File: src/cmg_pkg.sv
`timescale 1ns / 1ps

package cmg_pkg;

  localparam int unsigned MaxSegments = 10;
  localparam int unsigned SegFloor    = 3;

  // Register indexes of the configuration port.
  typedef enum logic {
    CFG_SEG_COUNT = 1'b0,
    CFG_RADIUS    = 1'b1
  } cfg_idx_e;

  typedef enum logic [4:0] {
    OP_NONE,
    OP_LOAD,
    OP_SQUARE,
    OP_LEN,
    OP_BASIS,
    OP_SQRT_INIT,
    OP_SQRT_STEP,
    OP_SQRT_SAVE,
    OP_DIV_INIT,
    OP_DIV_STEP,
    OP_DIV_SAVE,
    OP_CROSS_A,
    OP_CROSS_B,
    OP_CROSS_SAVE,
    OP_CORN_A,
    OP_CORN_B,
    OP_CORN_SUM,
    OP_CORN_RAD,
    OP_CORN_SAVE,
    OP_SHIFT
  } dp_op_e;

  typedef enum logic [4:0] {
    ST_IDLE,
    ST_SQUARE,
    ST_LEN,
    ST_BASIS,
    ST_DEGEN,
    ST_SQRT_INIT,
    ST_SQRT_STEP,
    ST_SQRT_SAVE,
    ST_DIV_INIT,
    ST_DIV_STEP,
    ST_DIV_SAVE,
    ST_CROSS_A,
    ST_CROSS_B,
    ST_CROSS_SAVE,
    ST_CORN_A,
    ST_CORN_B,
    ST_CORN_SUM,
    ST_CORN_RAD,
    ST_CORN_SAVE,
    ST_SHIFT,
    ST_EMIT
  } ctrl_state_e;

  typedef struct packed {
    dp_op_e     op;
    logic [2:0] sel;
    logic [3:0] corner;
    logic [2:0] vert;
    logic       blank;
  } dp_cmd_t;

  typedef struct packed {
    logic zero_len;
  } dp_stat_t;

  localparam logic signed [15:0] COS_Q14 [8][10] = '{
    '{16384, -8192, -8192, 0, 0, 0, 0, 0, 0, 0},
    '{16384, 0, -16384, 0, 0, 0, 0, 0, 0, 0},
    '{16384, 5063, -13255, -13255, 5063, 0, 0, 0, 0, 0},
    '{16384, 8192, -8192, -16384, -8192, 8192, 0, 0, 0, 0},
    '{16384, 10215, -3646, -14761, -14761, -3646, 10215, 0, 0, 0},
    '{16384, 11585, 0, -11585, -16384, -11585, 0, 11585, 0, 0},
    '{16384, 12551, 2845, -8192, -15396, -15396, -8192, 2845, 12551, 0},
    '{16384, 13255, 5063, -5063, -13255, -16384, -13255, -5063, 5063, 13255}
  };

  localparam logic signed [15:0] SIN_Q14 [8][10] = '{
    '{0, 14189, -14189, 0, 0, 0, 0, 0, 0, 0},
    '{0, 16384, 0, -16384, 0, 0, 0, 0, 0, 0},
    '{0, 15582, 9630, -9630, -15582, 0, 0, 0, 0, 0},
    '{0, 14189, 14189, 0, -14189, -14189, 0, 0, 0, 0},
    '{0, 12810, 15973, 7109, -7109, -15973, -12810, 0, 0, 0},
    '{0, 11585, 16384, 11585, 0, -11585, -16384, -11585, 0, 0},
    '{0, 10531, 16135, 14189, 5604, -5604, -14189, -16135, -10531, 0},
    '{0, 9630, 15582, 15582, 9630, 0, -9630, -15582, -15582, -9630}
  };

  // Texture u of corner j for n slices: round(32768 * j / n).
  localparam logic [15:0] TEX_U [8][11] = '{
    '{0, 10923, 21845, 32768, 0, 0, 0, 0, 0, 0, 0},
    '{0, 8192, 16384, 24576, 32768, 0, 0, 0, 0, 0, 0},
    '{0, 6554, 13107, 19661, 26214, 32768, 0, 0, 0, 0, 0},
    '{0, 5461, 10923, 16384, 21845, 27307, 32768, 0, 0, 0, 0},
    '{0, 4681, 9362, 14043, 18725, 23406, 28087, 32768, 0, 0, 0},
    '{0, 4096, 8192, 12288, 16384, 20480, 24576, 28672, 32768, 0, 0},
    '{0, 3641, 7282, 10923, 14564, 18204, 21845, 25486, 29127, 32768, 0},
    '{0, 3277, 6554, 9830, 13107, 16384, 19661, 22938, 26214, 29491, 32768}
  };

  // Arithmetic shift right with rounding half away from zero.
  function automatic logic signed [95:0] round_shr(input logic signed [95:0] v,
                                                   input int unsigned sh);
    logic [95:0] mag;
    logic [95:0] q;
    mag = v[95] ? 96'(-v) : 96'(v);
    q   = (mag + (96'd1 << (sh - 1))) >> sh;
    return v[95] ? -$signed(q) : $signed(q);
  endfunction

endpackage

File: src/cmg_ctrl.sv
`timescale 1ns / 1ps

module cmg_ctrl import cmg_pkg::*; (
  input  logic       clk_i,
  input  logic       rst_ni,
  input  logic [3:0] seg_n_i,
  input  logic       in_valid_i,
  output logic       in_ready_o,
  output logic       out_valid_o,
  input  logic       out_ready_i,
  output logic       last_vertex_o,
  output logic       degenerate_o,
  output dp_cmd_t    cmd_o,
  input  dp_stat_t   stat_i
);

  ctrl_state_e state_q, state_d;
  logic [2:0]  idx_q, idx_d;
  logic [4:0]  step_q, step_d;
  logic [3:0]  corner_q, corner_d;
  logic [2:0]  vert_q, vert_d;

  always_ff @(posedge clk_i or negedge rst_ni) begin
    if (!rst_ni) begin
      state_q  <= ST_IDLE;
      idx_q    <= '0;
      step_q   <= '0;
      corner_q <= '0;
      vert_q   <= '0;
    end else begin
      state_q  <= state_d;
      idx_q    <= idx_d;
      step_q   <= step_d;
      corner_q <= corner_d;
      vert_q   <= vert_d;
    end
  end

  always_comb begin
    state_d  = state_q;
    idx_d    = idx_q;
    step_d   = step_q;
    corner_d = corner_q;
    vert_d   = vert_q;
    unique case (state_q)
      ST_IDLE:   if (in_valid_i) state_d = ST_SQUARE;
      ST_SQUARE: state_d = ST_LEN;
      ST_LEN:    state_d = ST_BASIS;
      ST_BASIS: begin
        idx_d   = '0;
        state_d = stat_i.zero_len ? ST_DEGEN : ST_SQRT_INIT;
      end
      ST_DEGEN:  if (out_ready_i) state_d = ST_IDLE;
      ST_SQRT_INIT: begin
        step_d  = '0;
        state_d = ST_SQRT_STEP;
      end
      ST_SQRT_STEP: begin
        step_d = step_q + 5'd1;
        if (step_q == 5'd31) state_d = ST_SQRT_SAVE;
      end
      ST_SQRT_SAVE: begin
        if (idx_q == 3'd1) begin
          idx_d   = '0;
          state_d = ST_DIV_INIT;
        end else begin
          idx_d   = idx_q + 3'd1;
          state_d = ST_SQRT_INIT;
        end
      end
      ST_DIV_INIT: begin
        step_d  = '0;
        state_d = ST_DIV_STEP;
      end
      ST_DIV_STEP: begin
        step_d = step_q + 5'd1;
        if (step_q == 5'd31) state_d = ST_DIV_SAVE;
      end
      ST_DIV_SAVE: begin
        if (idx_q == 3'd5) begin
          idx_d   = '0;
          state_d = ST_CROSS_A;
        end else begin
          idx_d   = idx_q + 3'd1;
          state_d = ST_DIV_INIT;
        end
      end
      ST_CROSS_A: state_d = ST_CROSS_B;
      ST_CROSS_B: state_d = ST_CROSS_SAVE;
      ST_CROSS_SAVE: begin
        if (idx_q == 3'd2) begin
          idx_d    = '0;
          corner_d = '0;
          state_d  = ST_CORN_A;
        end else begin
          idx_d   = idx_q + 3'd1;
          state_d = ST_CROSS_A;
        end
      end
      ST_CORN_A:   state_d = ST_CORN_B;
      ST_CORN_B:   state_d = ST_CORN_SUM;
      ST_CORN_SUM: state_d = ST_CORN_RAD;
      ST_CORN_RAD: state_d = ST_CORN_SAVE;
      ST_CORN_SAVE: begin
        if (idx_q != 3'd2) begin
          idx_d   = idx_q + 3'd1;
          state_d = ST_CORN_A;
        end else if (corner_q == '0) begin
          state_d = ST_SHIFT;
        end else begin
          vert_d  = '0;
          state_d = ST_EMIT;
        end
      end
      ST_SHIFT: begin
        idx_d    = '0;
        corner_d = corner_q + 4'd1;
        state_d  = ST_CORN_A;
      end
      ST_EMIT: begin
        if (out_ready_i) begin
          if (vert_q == 3'd5) begin
            state_d = (corner_q == seg_n_i) ? ST_IDLE : ST_SHIFT;
          end else begin
            vert_d = vert_q + 3'd1;
          end
        end
      end
      default: state_d = ST_IDLE;
    endcase
  end

  always_comb begin
    cmd_o.op     = OP_NONE;
    cmd_o.sel    = idx_q;
    cmd_o.corner = corner_q;
    cmd_o.vert   = vert_q;
    cmd_o.blank  = 1'b0;
    in_ready_o   = 1'b0;
    out_valid_o  = 1'b0;
    last_vertex_o = 1'b0;
    degenerate_o = 1'b0;
    unique case (state_q)
      ST_IDLE: begin
        in_ready_o = 1'b1;
        if (in_valid_i) cmd_o.op = OP_LOAD;
      end
      ST_SQUARE:     cmd_o.op = OP_SQUARE;
      ST_LEN:        cmd_o.op = OP_LEN;
      ST_BASIS:      cmd_o.op = OP_BASIS;
      ST_DEGEN: begin
        cmd_o.blank   = 1'b1;
        out_valid_o   = 1'b1;
        last_vertex_o = 1'b1;
        degenerate_o  = 1'b1;
      end
      ST_SQRT_INIT:  cmd_o.op = OP_SQRT_INIT;
      ST_SQRT_STEP:  cmd_o.op = OP_SQRT_STEP;
      ST_SQRT_SAVE:  cmd_o.op = OP_SQRT_SAVE;
      ST_DIV_INIT:   cmd_o.op = OP_DIV_INIT;
      ST_DIV_STEP:   cmd_o.op = OP_DIV_STEP;
      ST_DIV_SAVE:   cmd_o.op = OP_DIV_SAVE;
      ST_CROSS_A:    cmd_o.op = OP_CROSS_A;
      ST_CROSS_B:    cmd_o.op = OP_CROSS_B;
      ST_CROSS_SAVE: cmd_o.op = OP_CROSS_SAVE;
      ST_CORN_A:     cmd_o.op = OP_CORN_A;
      ST_CORN_B:     cmd_o.op = OP_CORN_B;
      ST_CORN_SUM:   cmd_o.op = OP_CORN_SUM;
      ST_CORN_RAD:   cmd_o.op = OP_CORN_RAD;
      ST_CORN_SAVE:  cmd_o.op = OP_CORN_SAVE;
      ST_SHIFT:      cmd_o.op = OP_SHIFT;
      ST_EMIT: begin
        out_valid_o   = 1'b1;
        last_vertex_o = (corner_q == seg_n_i) && (vert_q == 3'd5);
      end
      default: cmd_o.op = OP_NONE;
    endcase
  end

endmodule
File: config.mk
export PLATFORM = sky130hd
export DESIGN_NAME = cmg_ctrl
export DESIGN_NICKNAME = d
export VERILOG_FILES = /design/src/cmg_pkg.sv /design/src/cmg_ctrl.sv
export SDC_FILE = /design/constraint.sdc
export NUM_CORES = 1
export LEC_CHECK = 0
export ABC_AREA = 0
export BUFFER_PORTS_ARGS = -buffer_cell sky130_fd_sc_hd__buf_2
export CORE_MARGIN = 5
export CORE_UTILIZATION = 55
export CTS_BUF_LIST = sky130_fd_sc_hd__clkbuf_8
export DETAILED_ROUTE_END_ITERATION = 7
export GPL_ROUTABILITY_DRIVEN = 0
export PLACE_DENSITY = 0.78
export SKIP_CTS_REPAIR_TIMING = 1
export SYNTH_ARGS = -nofsm -noshare
export SYNTH_HDL_FRONTEND = slang
export SYNTH_SLANG_ARGS = --single-unit
File: constraint.sdc
create_clock -name clk_i -period 4 [get_ports clk_i]
set_clock_uncertainty 0.05 [all_clocks]
set_input_delay 0.2 -clock clk_i [delete_from_list [all_inputs] [get_ports clk_i]]
set_output_delay 0.2 -clock clk_i [all_outputs]
set_load 0.05 [all_outputs]
==> run metrics, run 1 <==
largest net degree at the start of global routing 36; clock latency at the later pin of the worst-skew pair 270 ps; Clock transition at path regs 80 ps; Slew headroom 34.0%; CTS buffer count 3; row count 20; ratio of cells with drive above 1 in the final layout 16.8%; CP Cell Sequence nand2b_1, o22a_1, o311a_4, and3b_1, a221o_1; DP HPWL 2.97 mm; EDFF count, synth 0; Synth Flop Type dfrtp_1; hold path start out_ready_i; Buf/Inv on CP 0; PnR worst setup slack 1510 ps; Total GRT Usage 20.1%; RSZ-0062 raised after global routing false; setup TNS 0 ps; first-pass GRT wire length 7.03 mm; number of global-route vias before repair 1,518; crit-path max cell delay 860 ps; First DRT Iteration DRCs 115; Total Power 1570 uW; die footprint 4470 sq um; CP endpoint kind flip-flop; grt total ovfl 0; Residual DRC 0; Hold EP vert_q[1]; leading post-synthesis cells by cell area dfrtp_1 28%, ha_1 6.3%, nand2_1 4.6%, nor2_1 4.0%, o21ai_0 3.9%; fin crit share 62.4%; Setup Crit Path Kind flip-flop to flip-flop; area delta synth->final 11.9%; crit path time final 2490 ps; crit path max fanout 28; syn nets 243; synthesized area per cell 7.90 sq um; Slew @ Worst Pin 990 ps; post-synthesis sequential area ratio 28.2%; Port Buffers 28; placed cell areas 1910 sq um; startpoint types flip-flop; Largest delay share family, worst path compound AO/OA/AOI/OAI gates; Max Buffers Root-to-Sink 2; Critical Path RT 4110 ps; io pins 29; Initial Util 57.7%; WL per Instance 14.7 um; TritonCTS sink count 20; R2R depth 5; initial antenna violation count 0; Crit Reg-Reg Startpoint state_q[1]; Commonest cells post-synth 22 x nand2_1, 20 x dfrtp_1, 19 x nor2_1; reg2reg end state_q[4]; Core Area 3080 sq um; Yosys top cell by area dfrtp_1; Die W 66.8 um; Worst Path Arrival 2600 ps; post-synthesis register bit count 20; clock root buffer clkbuf_8; pwr dens 789 nW/um^2; vias per inst 5.95; final-report hold violation count 0; Critical-path top delay cell dfrtp_1; fin. max-slew vios 0; Yosys top cell area share 28.2%; pre-CTS WS 1550 ps; HP Class primary input to flip-flop; flop2flop setup slack 1510 ps; CTS HTree Levels 1; CTS tree built; drt pass-1 iters 5; WHS Path Cells 4; Post-synth ARST share 100%; final wirelength 4.23 mm; final instance area 1990 sq um; YS warnings 0; post-route ant nets 0; max_cap viols 0; Yosys cell types 56; via count 1,715; most common cell in the netlist nand2_1; Finish-stage setup viols 0; Cells after Synth 225; status finished clean; Leakage 0.000899 uW; die height 66.8 um; Post-Place Cells 283; Achievable Freq 401 MHz; final-stage net count 263; ant diodes 0; synthesized area 1780 sq um; Post-Layout Cell Count 288; peak supply drop 0.000474 V
==> area by class of cell <==
type                    instances  area (sq um)
fillers                       303          1090
well taps                      44          55.1
clock inverters                 1          30.0
repair buffers                 29           150
flip-flops and latches         20           500
inverters                      10          37.5
clock buffers                   3          41.3
multi-input cells             181          1170
==> layout by cell type, fill, tap and decap left out, drive strengths merged, types with 3 or more instances in the layout <==
master   n
nor3b    3
a31oi    3
nor3     6
clkbuf   3
or3      3
a22o     5
nor2    19
inv     10
buf     28
and3     3
xor2     6
o21ai   21
ha       9
a21boi   3
nor2b    5
nand2   22
a211oi   3
nand2b   9
nand3   11
a21oi   12
o22ai    3
dfrtp   20
==> metrics by stage <==
| stage | util (%) | hold slack, ps |
|---|---|---|
| detailed placement | 62.0 | 134 |
| global placement | 62.0 | 121 |
| floorplan | - | -146 |
| finish | 64.6 | 282 |
| global route | 64.6 | 340 |
| CTS | 64.3 | -167 |
==> report_power, final <==
| group | internal, uW | leakage [uW] | switching [uW] |
|---|---|---|---|
| logic | 340 | 0.000612 | 564 |
| clock network | 134 | 0.0000357 | 77.2 |
| registers | 260 | 0.000252 | 193 |
| total | 734 | 0.000899 | 834 |
==> kinds of logic (layout without fill, tap and decap cells) <==
kind of cell / after synthesis / in the layout / share of synthesized area, %
AO/OA/AOI/OAI: 70 / 70 / 27.2
XOR/XNOR: 7 / 7 / 3.45
AND/OR/NAND/NOR: 94 / 94 / 28.5
flip-flops: 20 / 20 / 28.2
adder cells (fa/ha/maj): 9 / 9 / 6.34
buffers and inverters: 24 / 43 / 5.77
multiplexers: 1 / 1 / 0.634
==> flip-flops by register name (all words and copies together), names as in the netlist <==
register	cells
corner_q	4
idx_q	3
state_q	5
step_q	5
vert_q	3
==> worst register-to-register path: stages, from the launching register on <==
cell,delay [ps]
dfrtp_1,860
nand2b_1,290
o22a_1,320
o311a_4,340
and3b_1,180
a221o_1,340
==> metal layers <==
layer	global-route usage, %	share of wire [%]	vias up
li1	-	-	855
met1	29.4	49	807
met2	30.1	45	48
met3	1.85	4.4	5
met4	8.12	1.4	0
met5	0	0	-
==> how the worst max path moves through the flow <==
stage | from | endpoint | slack (ps) | depth (start not counted)
final | state_q[1] | state_q[4] | 1510 | 5
after global routing | state_q[1] | idx_q[2] | 1330 | 5
after CTS | state_q[1] | state_q[4] | 1540 | 5
after detailed placement | state_q[1] | state_q[4] | 1550 | 5
after global placement | state_q[1] | state_q[4] | 1610 | 5
after floorplan | state_q[1] | state_q[4] | 750 | 5
No activity file was read; power rests on OpenSTA's default activity.
==> run 2: changes to the inputs <==
- clock period: 4 -> 2.49 ns (I/O delays scaled with it)
==> run 2 against run 1 <==
Total power rose by 69%. Cell area rose by 5.1%. Maximum frequency rose by 12%. Critical path depth rose by 1. Clock-buffer cell count did not move. Final cell count rose by 4.2%. Sequential power rose by 37%. Wire length rose by 8.1%. Die area did not move. Global-route usage rose by 2.4 points. Non-clock buffer count rose by 12. Critical endpoint unchanged. Largest power group unchanged. Highest routed layer unchanged.
==> run metrics, run 2 (synthesis gave the netlist of run 1 again) <==
clock latency at the later pin of the worst-skew pair 270 ps (about the same); drt pass-1 iters 4 (-1); Total GRT Usage 22.5% (+2.4 points); TritonCTS sink count 20 (unchanged); Critical Path RT 2600 ps (-1510 ps); Post-Place Cells 295 (+4.2%); grt total ovfl 0 (unchanged); final-report hold violation count 0 (unchanged); post-route ant nets 0 (unchanged); flop2flop setup slack 270 ps (-1240 ps); HP Class primary input to flip-flop; Slew @ Worst Pin 482 ps (-508 ps); Residual DRC 0 (unchanged); Initial Util 57.7% (unchanged); via count 1,774 (+3.4%); multi-input logic area 1180 sq um (+0.96%); RSZ-0062 raised after global routing false; first-pass GRT wire length 7.79 mm (+11%); fin. max-slew vios 0 (unchanged); WL per Instance 15.2 um (+3.7%); peak supply drop 0.000793 V (+67%); Port Buffers 28 (unchanged); clock root buffer clkbuf_8; Post-Layout Cell Count 300 (+4.2%); startpoint types flip-flop; Slew headroom 67.6% (+34 points); Setup Crit Path Kind flip-flop to flip-flop; Crit Reg-Reg Startpoint state_q[1]; final wirelength 4.57 mm (+8.1%); fin crit share 89.2% (+27 points); R2R depth 6 (+1); Total Power 2650 uW (+69%); First DRT Iteration DRCs 139 (+21%); largest net degree at the start of global routing 21 (-42%); commonest non-fill, non-tap cells in the layout 28 x buf_2, 22 x nand2_1, 20 x dfrtp_1; Achievable Freq 450 MHz (+12%); initial antenna violation count 0 (unchanged); CP Capture Point state_q[4]; FF+latch area 500 sq um (unchanged); CTS tree built; Leakage 0.000965 uW (+7.2%); DP HPWL 3.29 mm (+11%); status finished clean; ant diodes 0 (unchanged); commonest non-fill, non-tap cell in the layout buf_2; vias per inst 5.91 (-0.70%); CTS HTree Levels 1 (unchanged); CP Launch Point state_q[1]; io pins 29 (unchanged); Max Buffers Root-to-Sink 2 (unchanged); CTS buffer count 3 (unchanged); Finish-stage setup viols 0 (unchanged); reg2reg end state_q[4]; ratio of cells with drive above 1 in the final layout 21.1% (+4.3 points); CP endpoint kind flip-flop; crit path time final 2220 ps (-272 ps); crit path max fanout 14 (-50%); row count 20 (unchanged); Worst Path Arrival 2330 ps (-270 ps); Top Registers state_q: 5 flops, step_q: 5 flops, corner_q: 4 flops; final-stage net count 275 (+4.6%); Clock transition at path regs 90 ps (about the same); area delta synth->final 17.6%; die footprint 4470 sq um (unchanged); fillers 264 (-13%); die height 66.8 um (unchanged); max_cap viols 0 (unchanged); number of global-route vias before repair 1,687 (+11%); pwr dens 1270 nW/um^2 (+61%); Die W 66.8 um (unchanged); Core Area 3080 sq um (unchanged)
## run 2: cell types whose count changed in the layout (fill, tap and decap cells not counted), sizes merged
cell  change
buf      +12
## run 2: per-stage QoR
stage / setup slack (ps) / hold slack [ps] / cell area, sq um / setup TNS [ps] / util, %
finish: 268 / 231 / 2090 / 0 / 67.9
global route: 21.5 / 275 / 2090 / 0 / 67.9
CTS: 306 / -242 / 2080 / 0 / 67.6
detailed placement: 326 / 51.1 / 2010 / 0 / 65.2
global placement: 363 / 47.6 / 2010 / 0 / 65.2
floorplan: -141 / -221 / 1790 / -141 / -
## run 2: worst min-delay path by stage
stage                  endpoint  slack [ps]   startpoint  depth (start not counted)
finish                vert_q[1]         230  out_ready_i                          4
global route          vert_q[1]         280  out_ready_i                          4
CTS                   vert_q[1]        -240       rst_ni                          1
detailed placement    vert_q[1]          50       rst_ni                          1
global placement      vert_q[0]          50       rst_ni                          1
floorplan           corner_q[0]        -220       rst_ni                          0
## run 2: where the power goes
part | internal [uW] | switching, uW
logic | 632 | 1060
registers | 421 | 199
clock network | 215 | 128
## run 2: layout make-up
class                      instances  share of cell area, %
multi-input combinational        181                   56.7
sequential                        20                   24.0
timing repair buffer              41                   11.5
tap                               44                   2.63
clock buffer                       3                   1.98
inverter                          10                   1.80
clock inverter                     1                   1.44
## run 2: metal layers
metal | vias up | routed length [um] | GRT usage, %
li1 | 882 | - | -
met1 | 815 | 2150 | 31.3
met2 | 71 | 2090 | 36.1
met3 | 6 | 271 | 2.02
met4 | 0 | 55 | 8.12
met5 | - | 0 | 0
## run 2: worst max-delay path, cell delays in order (launching register included)
cell and delay, ps:
dfrtp_1 540, buf_4 240, nor4b_4 370, o21ai_0 200, o311a_4 170, and3b_1 190
a221o_1 350
